==> src/rtl/tdpt_pkg.sv <==
// Shared types and constants for the trial-division prime tester.
// No dependencies; used by tdpt_ctrl, tdpt_datapath and the top level.
package tdpt_pkg;

  localparam int DEFAULT_WIDTH = 32;

  // Controller states, one-hot
  typedef enum logic [4:0] {
    ST_IDLE   = 5'b00001,
    ST_CHECK  = 5'b00010,
    ST_DIVIDE = 5'b00100,
    ST_TEST   = 5'b01000,
    ST_DONE   = 5'b10000
  } state_t;

  // Controller to datapath
  typedef struct packed {
    logic load;       // capture candidate, divisor = 3, square = 9
    logic div_start;  // clear remainder, point at the top bit
    logic div_step;   // one restoring remainder step
    logic advance;    // divisor += 2, square updated to match
  } cmd_t;

  // Datapath to controller
  typedef struct packed {
    logic lt2;        // candidate below two
    logic is2;        // candidate equals two
    logic even;       // candidate is even
    logic bound_ok;   // divisor squared does not exceed candidate
    logic div_last;   // the step in progress handles bit 0
    logic rem_zero;   // remainder is zero
  } status_t;

endpackage

==> src/rtl/tdpt_ctrl.sv <==
// Sequencer of the prime tester: handshakes, special cases, divisor loop.
// Depends on tdpt_pkg; drives tdpt_datapath through cmd_t / status_t.
module tdpt_ctrl (
  input  logic               clk,
  input  logic               rst_n,
  input  logic               in_valid,
  output logic               in_ready,
  output logic               out_valid,
  input  logic               out_ready,
  output logic               out_is_prime,
  input  tdpt_pkg::status_t  status,
  output tdpt_pkg::cmd_t     cmd
);

  tdpt_pkg::state_t state_r, state_nxt;
  logic             res_r,   res_nxt;

  always_comb begin
    state_nxt = state_r;
    res_nxt   = res_r;
    cmd       = '0;
    case (state_r)
      tdpt_pkg::ST_IDLE: begin
        if (in_valid) begin
          cmd.load  = 1'b1;
          state_nxt = tdpt_pkg::ST_CHECK;
        end
      end
      tdpt_pkg::ST_CHECK: begin
        if (status.lt2) begin
          res_nxt   = 1'b0;
          state_nxt = tdpt_pkg::ST_DONE;
        end else if (status.is2) begin
          res_nxt   = 1'b1;
          state_nxt = tdpt_pkg::ST_DONE;
        end else if (status.even) begin
          res_nxt   = 1'b0;
          state_nxt = tdpt_pkg::ST_DONE;
        end else if (!status.bound_ok) begin
          res_nxt   = 1'b1;
          state_nxt = tdpt_pkg::ST_DONE;
        end else begin
          cmd.div_start = 1'b1;
          state_nxt     = tdpt_pkg::ST_DIVIDE;
        end
      end
      tdpt_pkg::ST_DIVIDE: begin
        cmd.div_step = 1'b1;
        if (status.div_last) begin
          state_nxt = tdpt_pkg::ST_TEST;
        end
      end
      tdpt_pkg::ST_TEST: begin
        if (status.rem_zero) begin
          res_nxt   = 1'b0;
          state_nxt = tdpt_pkg::ST_DONE;
        end else begin
          cmd.advance = 1'b1;
          state_nxt   = tdpt_pkg::ST_CHECK;
        end
      end
      tdpt_pkg::ST_DONE: begin
        if (out_ready) begin
          state_nxt = tdpt_pkg::ST_IDLE;
        end
      end
      default: begin
        state_nxt = tdpt_pkg::ST_IDLE;
      end
    endcase
  end

  always_ff @(posedge clk) begin
    if (!rst_n) begin
      state_r <= tdpt_pkg::ST_IDLE;
    end else begin
      state_r <= state_nxt;
    end
    res_r <= res_nxt;
  end

  assign in_ready     = (state_r == tdpt_pkg::ST_IDLE);
  assign out_valid    = (state_r == tdpt_pkg::ST_DONE);
  assign out_is_prime = res_r;

endmodule

==> config.mk <==
export PLATFORM = sky130hd
export DESIGN_NAME = tdpt_ctrl
export DESIGN_NICKNAME = d
export VERILOG_FILES = /design/src/rtl/tdpt_pkg.sv /design/src/rtl/tdpt_ctrl.sv
export SDC_FILE = /design/constraint.sdc
export NUM_CORES = 1
export LEC_CHECK = 0
export BUFFER_PORTS_ARGS = -buffer_cell sky130_fd_sc_hd__clkbuf_2
export CORE_AREA = 2 2 39 41
export DETAILED_ROUTE_END_ITERATION = 6
export DIE_AREA = 0 0 41 43
export GPL_ROUTABILITY_DRIVEN = 0
export GPL_TIMING_DRIVEN = 0
export PLACE_DENSITY = 0.65
export SETUP_SLACK_MARGIN = 0.1
export SLEW_MARGIN = 20
export SYNTH_ARGS = -nofsm -noshare
export SYNTH_HDL_FRONTEND = slang
export SYNTH_SLANG_ARGS = --single-unit
==> constraint.sdc <==
create_clock -name clk -period 1.7 [get_ports clk]
set_input_delay 0 -clock clk [delete_from_list [all_inputs] [get_ports clk]]
set_output_delay 0 -clock clk [all_outputs]
set_load 0.005 [all_outputs]
==> flow_summary.yaml <==
run_status:
  outcome: "complete, but fails checks"
  violations: "hold timing"
floorplanning:
  num_rows: 14
  io_pins: 17
  coreArea_um2: 1380
  die_h_um: 43
  start_util: 0.330
  die_w_um: 41
  dieArea_um2: 1760
placement:
  port_buffers: 16
  placed_cell_area_um2: 557
  dp_hpwl_um: 762
timing:
  period_minus_slack_ns: 1.54
  skew_ns: 0.0112
  worst_pin_slew_ns: 0.442
  drv_slew: 0
  max_slew_margin: 0.702
  hold_violations: 1
  finalSetupViolCount: 0
  hold-worst-slack_ns: -0.00210
  rsz0062_at_grt: "no"
  max_freq_mhz: 649
  period_share: 0.907
  setup_tns_ns: 0
logic_synthesis:
  synth_top_cell_area_share: 0.219
  synth-seq-area-share: 0.285
  synth_fp_nets: 60
  syn_area_per_cell_um2: 9.13
  synth.area.top_cells: "dfxtp_1 (22%), edfxtp_1 (6.6%), nor2b_1 (5.5%), nor4b_4 (5.2%), inv_1 (4.1%)"
  synth_edf_count: 1
  ys_ff_latch: 6
  yosysTopAreaCell: "dfxtp_1"
  netlist_instances: 50
  synth_cell_type_count: 32
  yosysWarnings: 0
  syn-cell-area_um2: 457
  synth_common_cells: "dfxtp_1 (5), inv_1 (5), nor2b_1 (4), nor3_1 (3)"
  synth_flop_cell: "dfxtp_1"
  ys_async_sr_fraction: 0
grt:
  grt_pass1_vias: 444
  grt_pass1_wl_um: 1790
  grt_max_degree: 11
  grt_antenna_before_repair: 0
  gr-usage-all-layers: 0.153
  grt-ovfl-total: 0
setup_path:
  startpoint_type: "flop"
  r2r-end: "state_r[2]"
  critPathArrivalTime_ns: 1.54
  crit_chain: "buf_6 > or3_4 > nor4b_4 > clkbuf_2"
  crit_required_ns: 1.70
  crit_fanout: 10
  r2r_slack_ns: 0.22
  r2r-start: "state_r[1]"
  reg2reg_depth: 4
  critPathKind: "reg -> out"
  crit_slowest_cell: "or3_4"
  cp-end-kind: "output port"
  critPathMaxStageDelay_ns: 0.42
hold_path:
  hold_start: "status[1]"
  holdPathEnd: "state_r[3]"
  hold_path_class: "in -> reg"
  holdPathStages: 3
final_layout:
  nets: 82
  final_core_util: 0.429
  syn2layout_area_growth_pct: 29.9
  num-fill-cells: 148
  antenna_cells: 0
  fin_area_um2: 593
  drive_gt1_frac: 0.366
clock_tree:
  cts_tree: "built"
  clk_latency_ns: 0.26
  h-tree-depth: 1
  cts_buffers: 3
  ctsRootBufferMaster: "clkbuf_4"
  post_cts_buffers: 0
  cts.sinks: 6
  clock_path_buffers: 2
  cts.clk_slew.worst_paths_ns: 0.06
pwr:
  net-switching-power_uw: 119
  swShare: 0.293
  total_power_uw: 405
  irDropWorstVdd_mv: 0.350
  seqPwrFrac: 0.396
  leakage_uw: 0.000269
  clkPwrFrac: 0.380
  p_comb_frac: 0.224
  p_per_area_nw_per_um2: 684
  p_int_uw: 287
detailed_routing:
  drt-total-wl_um: 1100
  viasPerCell: 5.16
  dr.first_iter.drc_count: 2
  drc: 0
  num_vias: 449
  wl_per_cell_um: 12.7
  dr.pass1.iters: 4
  drtAntennaViolNets: 0
job:
  drv_cap: 0
metrics by stage:
| stage | setup slack, ns | cells |
|---|---|---|
| finish | 0.159 | 87 |
| global route | 0.109 | 87 |
| CTS | 0.194 | 87 |
| detailed placement | 0.270 | 82 |
| global placement | 0.266 | 82 |
| floorplan | 0.391 | 50 |
per-layer routing:
| layer | share of wire | GRT usage | wire length (um) | up-vias |
|---|---|---|---|---|
| met2 | 0.51 | 0.253 | 561 | 14 |
| li1 | - | - | - | 233 |
| met4 | 0.0036 | 0.0400 | 4 | 0 |
| met1 | 0.42 | 0.161 | 463 | 200 |
| met5 | 0 | 0 | 0 | - |
| met3 | 0.068 | 0.0785 | 75 | 2 |
layout make-up:
cell class	count	area, um^2	share of cell area
Multi-Input combinational cell	37	292	0.492
Sequential cell	6	130	0.219
Timing Repair Buffer	17	90.1	0.152
Clock buffer	4	26.3	0.0443
Tap cell	16	20.0	0.0338
Inverter	5	18.8	0.0316
Buffer	2	16.3	0.0274
power by group through the flow:
stage / registers [uW] / clock network (uW) / logic [uW]
after floorplan: 161 / 0 / 59.0
after global placement: 163 / 0 / 88.2
after detailed placement: 164 / 0 / 88.5
after CTS: 161 / 156 / 91.4
after global routing: 162 / 169 / 102
final: 160 / 154 / 90.8
worst max-delay path by stage:
stage                from          to  depth (start not counted)  slack [ns]
3_5_place_dp   state_r[1]  state_r[2]                          4        0.27
6_report       state_r[1]      cmd[0]                          4        0.16
5_1_grt        state_r[1]      cmd[0]                          4        0.11
4_1_cts        state_r[1]      cmd[0]                          4        0.19
2_1_floorplan  state_r[1]  state_r[2]                          4        0.39
3_3_place_gp   state_r[1]  state_r[2]                          4        0.27
state kept, by name (all words and copies together) (netlist names):
register,count
state_r,5
out_is_prime,1
kinds of logic (layout without fill, tap and decap cells):
logic type	Yosys count	after routing	synth area share
buffers and inverters	7	28	0.0767
flip-flops	6	6	0.285
AO/OA/AOI/OAI	9	9	0.181
AND/OR/NAND/NOR	28	28	0.458
worst max-delay path, delay by kind of cell, from the launching register on:
family | cells | cell delay [ns]
flops | 1 | 0.31
simple gates | 2 | 0.68
buf+inv | 2 | 0.30
repair_timing:
item / 4_1_cts / 5_1_grt
resized for setup: 0 / 0
hold buffers: 1 / 0
endpoints found under the setup margin: 0 / 0
endpoints found under the hold margin: 1 / 0
cells in the final DEF, fill, tap and decap left out, types with 2 or more instances in the layout:
cell	n
clkbuf_2	16
nor2b_1	4
dfxtp_1	5
nor3b_1	2
nand2_1	2
nor4_1	2
nor2_1	2
nand3b_1	2
inv_1	5
nor3_1	3
clkbuf_4	3
(Power assumes the default switching activity.)
